<file path="src/rtl/intel_hex_record_parser_unit_defines.svh">
// Assertion macros shared by the hex record parser RTL.
// Included by the modules that carry concurrent checks; depends on nothing.
`ifndef INTEL_HEX_RECORD_PARSER_UNIT_DEFINES_SVH
`define INTEL_HEX_RECORD_PARSER_UNIT_DEFINES_SVH

// Same-cycle implication, disabled while reset is held
`define IHEX_ASSERT_IMP(lbl, ck, rn, ante, cons, msg) \
  lbl: assert property (@(posedge ck) disable iff (!(rn)) (ante) |-> (cons)) else $error(msg);

// Next-cycle implication, disabled while reset is held
`define IHEX_ASSERT_NXT(lbl, ck, rn, ante, cons, msg) \
  lbl: assert property (@(posedge ck) disable iff (!(rn)) (ante) |=> (cons)) else $error(msg);

`endif

</file>
<file path="src/rtl/ihex_pkg.sv">
// Types, codes and constants for the hex record parser.
// Used by every module of the block; depends on nothing.
`timescale 1ns / 1ps

package ihex_pkg;

  // Parser phases within one line
  typedef enum logic [2:0] {
    PH_START,
    PH_LEN,
    PH_ADDR,
    PH_TYPE,
    PH_DATA,
    PH_CKSUM,
    PH_TRAIL,
    PH_HALT
  } phase_t;

  // Result kinds
  typedef enum logic [1:0] {
    KIND_DATA,
    KIND_REC_OK,
    KIND_EOF,
    KIND_ERROR
  } kind_t;

  // Error codes
  typedef enum logic [2:0] {
    ERR_NONE,
    ERR_BAD_START,
    ERR_HDR_HEX,
    ERR_DATA_HEX,
    ERR_CKSUM_HEX,
    ERR_MISMATCH,
    ERR_BAD_TYPE,
    ERR_EMPTY_REC
  } err_t;

  // Characters and record codes
  localparam logic [7:0]  CHAR_COLON    = 8'h3A;
  localparam logic [7:0]  CHAR_LF       = 8'h0A;
  localparam logic [7:0]  CHAR_0        = 8'h30;
  localparam logic [7:0]  CHAR_9        = 8'h39;
  localparam logic [7:0]  CHAR_UA       = 8'h41;
  localparam logic [7:0]  CHAR_UF       = 8'h46;
  localparam logic [7:0]  CHAR_LA       = 8'h61;
  localparam logic [7:0]  CHAR_LF_HEX   = 8'h66;
  localparam logic [7:0]  REC_TYPE_DATA = 8'h00;
  localparam logic [7:0]  REC_TYPE_EOF  = 8'h01;
  localparam logic [15:0] LINE_MAX      = 16'hFFFF;

  // One result item
  typedef struct packed {
    kind_t       kind;
    logic [15:0] address;
    logic [7:0]  data_byte;
    logic [7:0]  record_length;
    err_t        error_code;
    logic [15:0] line_count;
  } ihex_item_t;

  // Result request from the parser core to the output buffer
  typedef struct packed {
    logic       valid;
    ihex_item_t item;
  } ihex_res_t;

endpackage

</file>
<file path="src/rtl/ihex_hexdec.sv">
// Hex digit decoder: ASCII character to nibble, either letter case.
// Depends on ihex_pkg for the character constants.
`timescale 1ns / 1ps

module ihex_hexdec (
  input  logic [7:0] ch,
  output logic       is_hex,
  output logic [3:0] nib
);
  import ihex_pkg::*;

  logic [7:0] diff;

  // Classify and convert the character
  always_comb begin
    diff   = '0;
    is_hex = 1'b0;
    if (ch >= CHAR_0 && ch <= CHAR_9) begin
      diff   = ch - CHAR_0;
      is_hex = 1'b1;
    end else if (ch >= CHAR_LA && ch <= CHAR_LF_HEX) begin
      diff   = ch - CHAR_LA + 8'd10;
      is_hex = 1'b1;
    end else if (ch >= CHAR_UA && ch <= CHAR_UF) begin
      diff   = ch - CHAR_UA + 8'd10;
      is_hex = 1'b1;
    end
    nib = diff[3:0];
  end

endmodule

</file>
<file path="src/rtl/ihex_core.sv">
// Parser core: line state, field assembly, checksum and result formation.
// Depends on ihex_pkg, ihex_hexdec and the assertion macro header.
`timescale 1ns / 1ps
`include "intel_hex_record_parser_unit_defines.svh"

module ihex_core (
  input  logic              clk,
  input  logic              rst_n,
  input  logic              in_acc,
  input  logic [7:0]        in_char,
  output ihex_pkg::ihex_res_t res
);
  import ihex_pkg::*;

  phase_t      phase_r, phase_nxt;
  logic [3:0]  high_nibble_r, high_nibble_nxt;
  logic [1:0]  fdi_r, fdi_nxt;
  logic [7:0]  rec_length_r, rec_length_nxt;
  logic [15:0] rec_address_r, rec_address_nxt;
  logic [7:0]  byte_counter_r, byte_counter_nxt;
  logic [7:0]  running_sum_r, running_sum_nxt;
  logic [15:0] lines_seen_r, lines_seen_nxt;

  logic        is_hex;
  logic [3:0]  nib;
  logic [7:0]  byte_val;
  logic [7:0]  sum_b;
  logic [15:0] addr_shift;
  logic        fail;
  err_t        fail_code;
  logic        emit;
  kind_t       emit_kind;
  logic [15:0] emit_addr;
  logic [7:0]  emit_data;

  ihex_hexdec u_hexdec (
    .ch     (in_char),
    .is_hex (is_hex),
    .nib    (nib)
  );

  assign byte_val   = {high_nibble_r, nib};
  assign sum_b      = running_sum_r + byte_val;
  assign addr_shift = {rec_address_r[11:0], nib};

  // Hold state registers
  always_ff @(posedge clk) begin
    if (!rst_n) begin
      phase_r        <= PH_START;
      high_nibble_r  <= '0;
      fdi_r          <= '0;
      rec_length_r   <= '0;
      rec_address_r  <= '0;
      byte_counter_r <= '0;
      running_sum_r  <= '0;
      lines_seen_r   <= '0;
    end else begin
      phase_r        <= phase_nxt;
      high_nibble_r  <= high_nibble_nxt;
      fdi_r          <= fdi_nxt;
      rec_length_r   <= rec_length_nxt;
      rec_address_r  <= rec_address_nxt;
      byte_counter_r <= byte_counter_nxt;
      running_sum_r  <= running_sum_nxt;
      lines_seen_r   <= lines_seen_nxt;
    end
  end

  // Advance the parser on each accepted character
  always_comb begin
    phase_nxt        = phase_r;
    high_nibble_nxt  = high_nibble_r;
    fdi_nxt          = fdi_r;
    rec_length_nxt   = rec_length_r;
    rec_address_nxt  = rec_address_r;
    byte_counter_nxt = byte_counter_r;
    running_sum_nxt  = running_sum_r;
    lines_seen_nxt   = lines_seen_r;
    fail             = 1'b0;
    fail_code        = ERR_NONE;
    emit             = 1'b0;
    emit_kind        = KIND_DATA;
    emit_addr        = '0;
    emit_data        = '0;

    if (in_acc) begin
      unique case (phase_r)
        PH_HALT: begin
          phase_nxt = PH_HALT;
        end
        PH_TRAIL: begin
          if (in_char == CHAR_LF) begin
            phase_nxt = PH_START;
          end
        end
        PH_START: begin
          if (lines_seen_r != LINE_MAX) begin
            lines_seen_nxt = lines_seen_r + 16'd1;
          end
          rec_length_nxt   = '0;
          rec_address_nxt  = '0;
          byte_counter_nxt = '0;
          running_sum_nxt  = '0;
          fdi_nxt          = '0;
          high_nibble_nxt  = '0;
          if (in_char != CHAR_COLON) begin
            fail      = 1'b1;
            fail_code = ERR_BAD_START;
          end else begin
            phase_nxt = PH_LEN;
          end
        end
        PH_LEN, PH_ADDR, PH_TYPE, PH_DATA, PH_CKSUM: begin
          if (!is_hex) begin
            // Invalid digit: code follows the field it falls in
            fail = 1'b1;
            if (phase_r == PH_DATA) begin
              fail_code = ERR_DATA_HEX;
            end else if (phase_r == PH_CKSUM) begin
              fail_code = ERR_CKSUM_HEX;
            end else begin
              fail_code = ERR_HDR_HEX;
            end
          end else if (phase_r == PH_ADDR) begin
            // Shift in address digits, add each completed byte to the sum
            rec_address_nxt = addr_shift;
            if (fdi_r[0]) begin
              running_sum_nxt = running_sum_r + addr_shift[7:0];
            end
            if (fdi_r == 2'd3) begin
              fdi_nxt   = '0;
              phase_nxt = PH_TYPE;
            end else begin
              fdi_nxt = fdi_r + 2'd1;
            end
          end else if (fdi_r == 2'd0) begin
            high_nibble_nxt = nib;
            fdi_nxt         = 2'd1;
          end else begin
            // Second digit completes a byte
            fdi_nxt         = '0;
            running_sum_nxt = sum_b;
            case (phase_r)
              PH_LEN: begin
                rec_length_nxt = byte_val;
                phase_nxt      = PH_ADDR;
              end
              PH_TYPE: begin
                if (byte_val == REC_TYPE_EOF) begin
                  phase_nxt = PH_TRAIL;
                  emit      = 1'b1;
                  emit_kind = KIND_EOF;
                  emit_addr = rec_address_r;
                end else if (byte_val != REC_TYPE_DATA) begin
                  fail      = 1'b1;
                  fail_code = ERR_BAD_TYPE;
                end else if (rec_length_r != '0) begin
                  phase_nxt = PH_DATA;
                end else begin
                  phase_nxt = PH_CKSUM;
                end
              end
              PH_DATA: begin
                byte_counter_nxt = byte_counter_r + 8'd1;
                if (byte_counter_nxt == rec_length_r) begin
                  phase_nxt = PH_CKSUM;
                end
                emit      = 1'b1;
                emit_kind = KIND_DATA;
                emit_addr = rec_address_r + {8'd0, byte_counter_r};
                emit_data = byte_val;
              end
              PH_CKSUM: begin
                if (sum_b != '0) begin
                  fail      = 1'b1;
                  fail_code = ERR_MISMATCH;
                end else if (rec_length_r == '0) begin
                  fail      = 1'b1;
                  fail_code = ERR_EMPTY_REC;
                end else begin
                  phase_nxt = PH_TRAIL;
                  emit      = 1'b1;
                  emit_kind = KIND_REC_OK;
                  emit_addr = rec_address_r;
                end
              end
              default: begin
                phase_nxt = PH_HALT;
              end
            endcase
          end
        end
      endcase
    end

    // Any error stops the parser
    if (fail) begin
      phase_nxt = PH_HALT;
    end

    // Form the result request
    res.valid              = fail | emit;
    res.item.kind          = fail ? KIND_ERROR : emit_kind;
    res.item.address       = fail ? 16'd0 : emit_addr;
    res.item.data_byte     = fail ? 8'd0 : emit_data;
    res.item.record_length = rec_length_nxt;
    res.item.error_code    = fail_code;
    res.item.line_count    = lines_seen_nxt;
  end

  `IHEX_ASSERT_NXT(a_halt_sticks, clk, rst_n, phase_r == PH_HALT, phase_r == PH_HALT, "parser left halt without reset")
  `IHEX_ASSERT_IMP(a_err_halts, clk, rst_n, res.valid && res.item.kind == KIND_ERROR, phase_nxt == PH_HALT, "error result without halt")
  `IHEX_ASSERT_IMP(a_code_matches, clk, rst_n, res.valid, (res.item.kind == KIND_ERROR) == (res.item.error_code != ERR_NONE), "error code disagrees with kind")
  `IHEX_ASSERT_IMP(a_res_on_accept, clk, rst_n, res.valid, in_acc && phase_r != PH_HALT && phase_r != PH_TRAIL, "result without an accepted character")

endmodule

</file>
<file path="src/rtl/ihex_outbuf.sv">
// Two-entry output buffer: result register plus skid register.
// Depends on ihex_pkg and the assertion macro header.
`timescale 1ns / 1ps
`include "intel_hex_record_parser_unit_defines.svh"

module ihex_outbuf (
  input  logic                 clk,
  input  logic                 rst_n,
  input  ihex_pkg::ihex_res_t  res,
  output logic                 full,
  output logic                 out_valid,
  input  logic                 out_stall,
  output ihex_pkg::ihex_item_t out_item
);
  import ihex_pkg::*;

  logic       out_valid_r, out_valid_nxt;
  logic       skid_valid_r, skid_valid_nxt;
  ihex_item_t out_item_r, out_item_nxt;
  ihex_item_t skid_item_r, skid_item_nxt;
  logic       pop;

  assign pop       = out_valid_r & ~out_stall;
  assign full      = skid_valid_r;
  assign out_valid = out_valid_r;
  assign out_item  = out_item_r;

  // Hold valid flags
  always_ff @(posedge clk) begin
    if (!rst_n) begin
      out_valid_r  <= 1'b0;
      skid_valid_r <= 1'b0;
    end else begin
      out_valid_r  <= out_valid_nxt;
      skid_valid_r <= skid_valid_nxt;
    end
  end

  // Hold payloads
  always_ff @(posedge clk) begin
    out_item_r  <= out_item_nxt;
    skid_item_r <= skid_item_nxt;
  end

  // Steer a new request to the output or the skid register
  always_comb begin
    out_valid_nxt  = out_valid_r;
    skid_valid_nxt = skid_valid_r;
    out_item_nxt   = out_item_r;
    skid_item_nxt  = skid_item_r;
    if (skid_valid_r) begin
      if (pop) begin
        out_item_nxt   = skid_item_r;
        skid_valid_nxt = 1'b0;
      end
    end else if (res.valid) begin
      if (!out_valid_r || pop) begin
        out_item_nxt  = res.item;
        out_valid_nxt = 1'b1;
      end else begin
        skid_item_nxt  = res.item;
        skid_valid_nxt = 1'b1;
      end
    end else if (pop) begin
      out_valid_nxt = 1'b0;
    end
  end

  `IHEX_ASSERT_IMP(a_skid_behind_out, clk, rst_n, skid_valid_r, out_valid_r, "skid entry with empty output register")
  `IHEX_ASSERT_IMP(a_no_push_full, clk, rst_n, skid_valid_r, !res.valid, "request arrived while buffer full")
  `IHEX_ASSERT_NXT(a_skid_moves_up, clk, rst_n, skid_valid_r && pop, out_valid_r && !skid_valid_r, "skid entry not moved after pop")
  `IHEX_ASSERT_NXT(a_skid_holds, clk, rst_n, skid_valid_r && out_stall, skid_valid_r && $stable(skid_item_r), "skid entry lost while stalled")

endmodule

</file>
<file path="src/rtl/intel_hex_record_parser_unit.sv">
// A result for an accepted character is registered in the result buffer before it reaches the out_ ports.
// Throughput: one character per cycle while in_stall is low; a character gives at most one result.
// The two-entry result buffer raises in_stall only once it holds two unread results.
// Reset (rst_n low, synchronous) returns the parser to line start, clears the
// line count and empties the result buffer; no clearing pass follows.
`timescale 1ns / 1ps

module intel_hex_record_parser_unit (
  input  logic        clk,
  input  logic        rst_n,
  input  logic        in_valid,
  output logic        in_stall,
  input  logic [7:0]  in_char,
  output logic        out_valid,
  input  logic        out_stall,
  output logic [1:0]  out_kind,
  output logic [15:0] out_address,
  output logic [7:0]  out_data_byte,
  output logic [7:0]  out_record_length,
  output logic [2:0]  out_error_code,
  output logic [15:0] out_line_count
);
  import ihex_pkg::*;

  logic       in_acc;
  logic       buf_full;
  ihex_res_t  res;
  ihex_item_t item;

  // Accept a character whenever the buffer has room
  assign in_stall = buf_full;
  assign in_acc   = in_valid & ~buf_full;

  ihex_core u_core (
    .clk     (clk),
    .rst_n   (rst_n),
    .in_acc  (in_acc),
    .in_char (in_char),
    .res     (res)
  );

  ihex_outbuf u_outbuf (
    .clk       (clk),
    .rst_n     (rst_n),
    .res       (res),
    .full      (buf_full),
    .out_valid (out_valid),
    .out_stall (out_stall),
    .out_item  (item)
  );

  // Unpack the result request onto the ports
  assign out_kind          = item.kind;
  assign out_address       = item.address;
  assign out_data_byte     = item.data_byte;
  assign out_record_length = item.record_length;
  assign out_error_code    = item.error_code;
  assign out_line_count    = item.line_count;

endmodule
</file>
<file path="config.mk">
export PLATFORM = sky130hd
export DESIGN_NAME = intel_hex_record_parser_unit
export DESIGN_NICKNAME = d
export VERILOG_FILES = /design/src/rtl/ihex_pkg.sv /design/src/rtl/ihex_hexdec.sv /design/src/rtl/ihex_core.sv /design/src/rtl/ihex_outbuf.sv /design/src/rtl/intel_hex_record_parser_unit.sv
export VERILOG_INCLUDE_DIRS = /design/src /design/src/rtl
export SDC_FILE = /design/constraint.sdc
export NUM_CORES = 1
export LEC_CHECK = 0
export ABC_AREA = 1
export ABC_CLOCK_PERIOD_IN_PS = 8910
export BUFFER_PORTS_ARGS = -buffer_cell sky130_fd_sc_hd__buf_2
export CORE_ASPECT_RATIO = 1.2
export CORE_MARGIN = 4
export CORE_UTILIZATION = 60
export CTS_CLUSTER_SIZE = 10
export DETAILED_ROUTE_END_ITERATION = 8
export MAX_ROUTING_LAYER = met4
export PLACE_DENSITY = 0.84
export SLEW_MARGIN = 30
export SYNTH_ARGS = -nofsm -noshare
export SYNTH_HDL_FRONTEND = slang
export SYNTH_HIERARCHICAL = 1
export SYNTH_SLANG_ARGS = --single-unit
</file>
<file path="constraint.sdc">
create_clock -name clk -period 8.91 [get_ports clk]
set_input_delay 0.4455 -clock clk [delete_from_list [all_inputs] [get_ports clk]]
set_output_delay 0.4455 -clock clk [all_outputs]
set_load 0.05 [all_outputs]
</file>
==> impl_metrics.yaml <==
synth:
  synth_enable_flop_cells: 106
  yosysUniqueCellTypes: 52
  yosysSeqAreaShare: 0.492
  postSynthCellCount: 1110
  synth_area_mm2: 0.00920
  yosys_warning_total: 6
  mappedNetlistNets: 1149
  synthFlopType: "edfxtp_1"
  avgSynthCellArea_um2: 8.29
  synth_async_reset_ratio: 0
  synth-seq-cells: 173
route:
  drt_drc_violations_left: 0
  ant_nets: 0
  first_pass_iters: 6
  wire_per_inst_um: 15.8
  vias: 7833
  finalWirelength_um: 21900
  via_per_inst: 5.65
  dr.first_iter.drc_count: 934
cells_and_area:
  share_of_the_core_filled_with_cells: 0.680
  fin_nets: 1209
  final-seq-area_mm2: 0.00453
  finished_layout_cells: 1387
  final_layout_size_suffix_gt1_frac: 0.136
  n_antenna_cell: 0
  multiInputGateArea_mm2: 0.00401
  n_fill_cell: 1157
  flow.area_growth_from_synthesis_pct: 11.0
timing:
  slew-limit-headroom: 0.470
  final.setup_skew_ps: 10.1
  hold_viol_final: 0
  setup-tns-final_ps: 0
  tightest_slew_ps: 794
  min_period_over_period: 0.512
  rsz_0062_raised_after_global_routing: "false"
  final.setup.worst_slack_ps: 4350
  setup-violations-final: 0
  final-max-slew-violation-count: 0
  timing.fmax_mhz: 219
  timing.final.crit_period_ps: 4560
cts:
  tritoncts.num_buffers: 17
  number_of_buffers_between_clock_root_and_the_deepest_sink: 2
  holdBufCountCts: 0
  clk_transition_reported_paths_ps: 70
  cts_tree: "yes"
  post-cts-setup-buffers: 0
  cts_max_level: 4
  cts_resized: 0
  number_of_clock_sinks_seen_by_cts: 173
  cts.root.buffer_cell: "clkbuf_16"
  clock_latency_ps: 430
grt:
  grt_start_max_net_pins: 59
  overflow: 0
  antenna_found_initial: 0
  grtUsageTotal: 0.263
  grt_pass1_wl_um: 35000
  number_of_global_route_vias_before_repair: 7282
worst_setup_path:
  worst_setup_path_start_kind: "input pin"
  crit_type: "input pin to register"
  timing.critical_path.buf_inv: 5
  max_stage_delay_ps: 530
  critical_path_required_ps: 8980
  critical_path_arrival_ps: 4620
  worst_path_max_delay_cell: "buf_4"
  path_max_fanout: 53
  r2r_setup_slack_ps: 5290
  crit_path_end_kind: "register"
  critPathTopFamily: "simple AND/OR/NAND/NOR gates"
  crit_path_cell_trace: "buf_2 > inv_1 > ha_1 > nand2_2 > nand3_2 > nand2_4 > o21ai_0 > ha_1 > inv_1 > fa_1 > inv_1 > or2_2 > nor2_1 > nand3_1 > nor2_1 > and2_1 > nand3_1 > nand3_1 > nand2_1 > nand2_1 > nand2_1 > a21oi_4 > buf_4"
power_and_ir_drop:
  irDropWorstVdd_uv: 135
  p_leak_uw: 0.00439
  p_per_area_mw_per_mm2: 282
floorplan:
  design.core.area_mm2: 0.0150
  die-width_um: 121
  chipHeight_um: 144
  initial_utilization: 0.612
  number_of_top_level_pins: 67
  placement_rows: 49
  fp.dieArea_mm2: 0.0174
min_path:
  hold_path_class: "input pin to register"
placed_design:
  gp_routability_congestion: 0.949
  port_buffers: 66
  number_of_placed_cells_counting_well_taps: 1355
  total_half_perimeter_wirelength_after_legalization_and_detailed_placement_um: 15200
  dp_slack_ps: 3940
flow_run:
  maxCapViolations: 0
run_status:
  outcome: "finished, final reports clean"
==> cells by family after synthesis <==
family	count (synthesis)	share of synthesized area
xor gates and xnor gates	16	0.0152
buffers and inverters	158	0.0743
DFF	173	0.492
and+or+nand+nor	587	0.283
adders and majority gates	27	0.0384
AOI/OAI and AO/OA	149	0.0972
==> power breakdown <==
| group | total, µW | switching [µW] | internal (µW) |
|---|---|---|---|
| Sequential | 1120 | 87.7 | 1030 |
| Combinational | 1060 | 821 | 242 |
| Clock | 706 | 318 | 388 |
==> per-stage QoR <==
stage / total power, µW / hold WS, ps / cell area [µm²]
2_1_floorplan: 1950 / 450 / 9200
3_3_place_gp: 2160 / 460 / 9640
3_5_place_dp: 2170 / 469 / 9650
4_1_cts: 2880 / 348 / 10200
5_1_grt: 3020 / 377 / 10200
6_report: 2880 / 360 / 10200
==> worst min-delay path, cell delays in order <==
cell	delay [ps]
buf_2	120
inv_1	50
nand2_1	40
nand2_1	50
a21oi_1	50
==> Yosys cell counts (6+ instances only) <==
library cell | instances | share of area
o21ai_0 | 30 | 0.016
inv_1 | 115 | 0.047
nand2_1 | 351 | 0.14
nand4_1 | 18 | 0.012
buf_2 | 9 | 0.0049
xor2_1 | 9 | 0.0086
nand3_1 | 65 | 0.035
nor2_4 | 6 | 0.0073
edfxtp_1 | 106 | 0.35
nand2_2 | 9 | 0.0061
clkbuf_1 | 12 | 0.0049
a211oi_1 | 7 | 0.0057
xnor2_1 | 7 | 0.0067
nor2_2 | 6 | 0.0041
dfxtp_1 | 67 | 0.15
or2_2 | 7 | 0.0048
buf_6 | 9 | 0.011
inv_2 | 9 | 0.0037
ha_1 | 25 | 0.034
nor2_1 | 78 | 0.032
and2_1 | 11 | 0.0075
a21oi_1 | 78 | 0.042
nor3_1 | 16 | 0.0087
a32oi_1 | 7 | 0.0067
==> layout make-up <==
class | instances | share of cell area
flip-flops and latches | 173 | 0.443
multi-input cells | 779 | 0.392
inverters | 127 | 0.0477
clock buffers | 17 | 0.0417
repair buffers | 72 | 0.0368
well taps | 204 | 0.0250
clock inverters | 15 | 0.0131
==> final timing paths <==
path,from,to,cells past startpoint
setup / recovery,in_char[0],u_outbuf/out_item[39]$_DFFE_PP_,23
hold / removal,out_stall,u_outbuf/full$_SDFF_PN0_,5
setup reg to reg,u_core/running_sum_r[0]$_SDFFE_PN0P_,u_outbuf/out_item[39]$_DFFE_PP_,16
hold reg to reg,u_core/running_sum_r[3]$_SDFFE_PN0P_,u_core/running_sum_r[3]$_SDFFE_PN0P_,2
==> state kept, by name (all words and copies together), names as in the netlist <==
name,flops
u_core/byte_counter_r,8
u_core/running_sum_r,8
u_outbuf/skid_item_r,53
u_outbuf/out_item,53
u_core/rec_length_r,8
u_outbuf/out_valid,1
u_core/fdi_r,2
u_outbuf/full,1
u_core/lines_seen_r,16
u_core/phase_r,3
u_core/high_nibble_r,4
u_core/rec_address_r,16
==> routing by layer <==
metal	wire, µm	global-route usage	up-vias
li1	-	-	3782
met1	8860	0.323	3630
met2	10600	0.427	357
met3	1800	0.0520	64
met4	607	0.107	0
met5	0	-	-
==> placed cells by master (no fill, tap or decap), types with 6 or more instances in the layout <==
cell | netlist | final
o21ai_0 | 30 | 30
buf_2 | 9 | 66
nor3_1 | 16 | 16
edfxtp_1 | 106 | 106
a211oi_1 | 7 | 7
nand2_2 | 9 | 9
nand2_1 | 351 | 351
nand3_1 | 65 | 65
inv_1 | 115 | 114
nand4_1 | 18 | 18
dfxtp_1 | 67 | 66
nor2_4 | 6 | 6
nor2_1 | 78 | 77
xor2_1 | 9 | 9
inv_2 | 9 | 9
clkbuf_16 | 0 | 17
and2_1 | 11 | 11
a32oi_1 | 7 | 7
ha_1 | 25 | 25
nor2_2 | 6 | 7
a21oi_1 | 78 | 77
inv_6 | 1 | 6
xnor2_1 | 7 | 7
buf_4 | 1 | 6
or2_2 | 7 | 7
(Power assumes the default switching activity.)
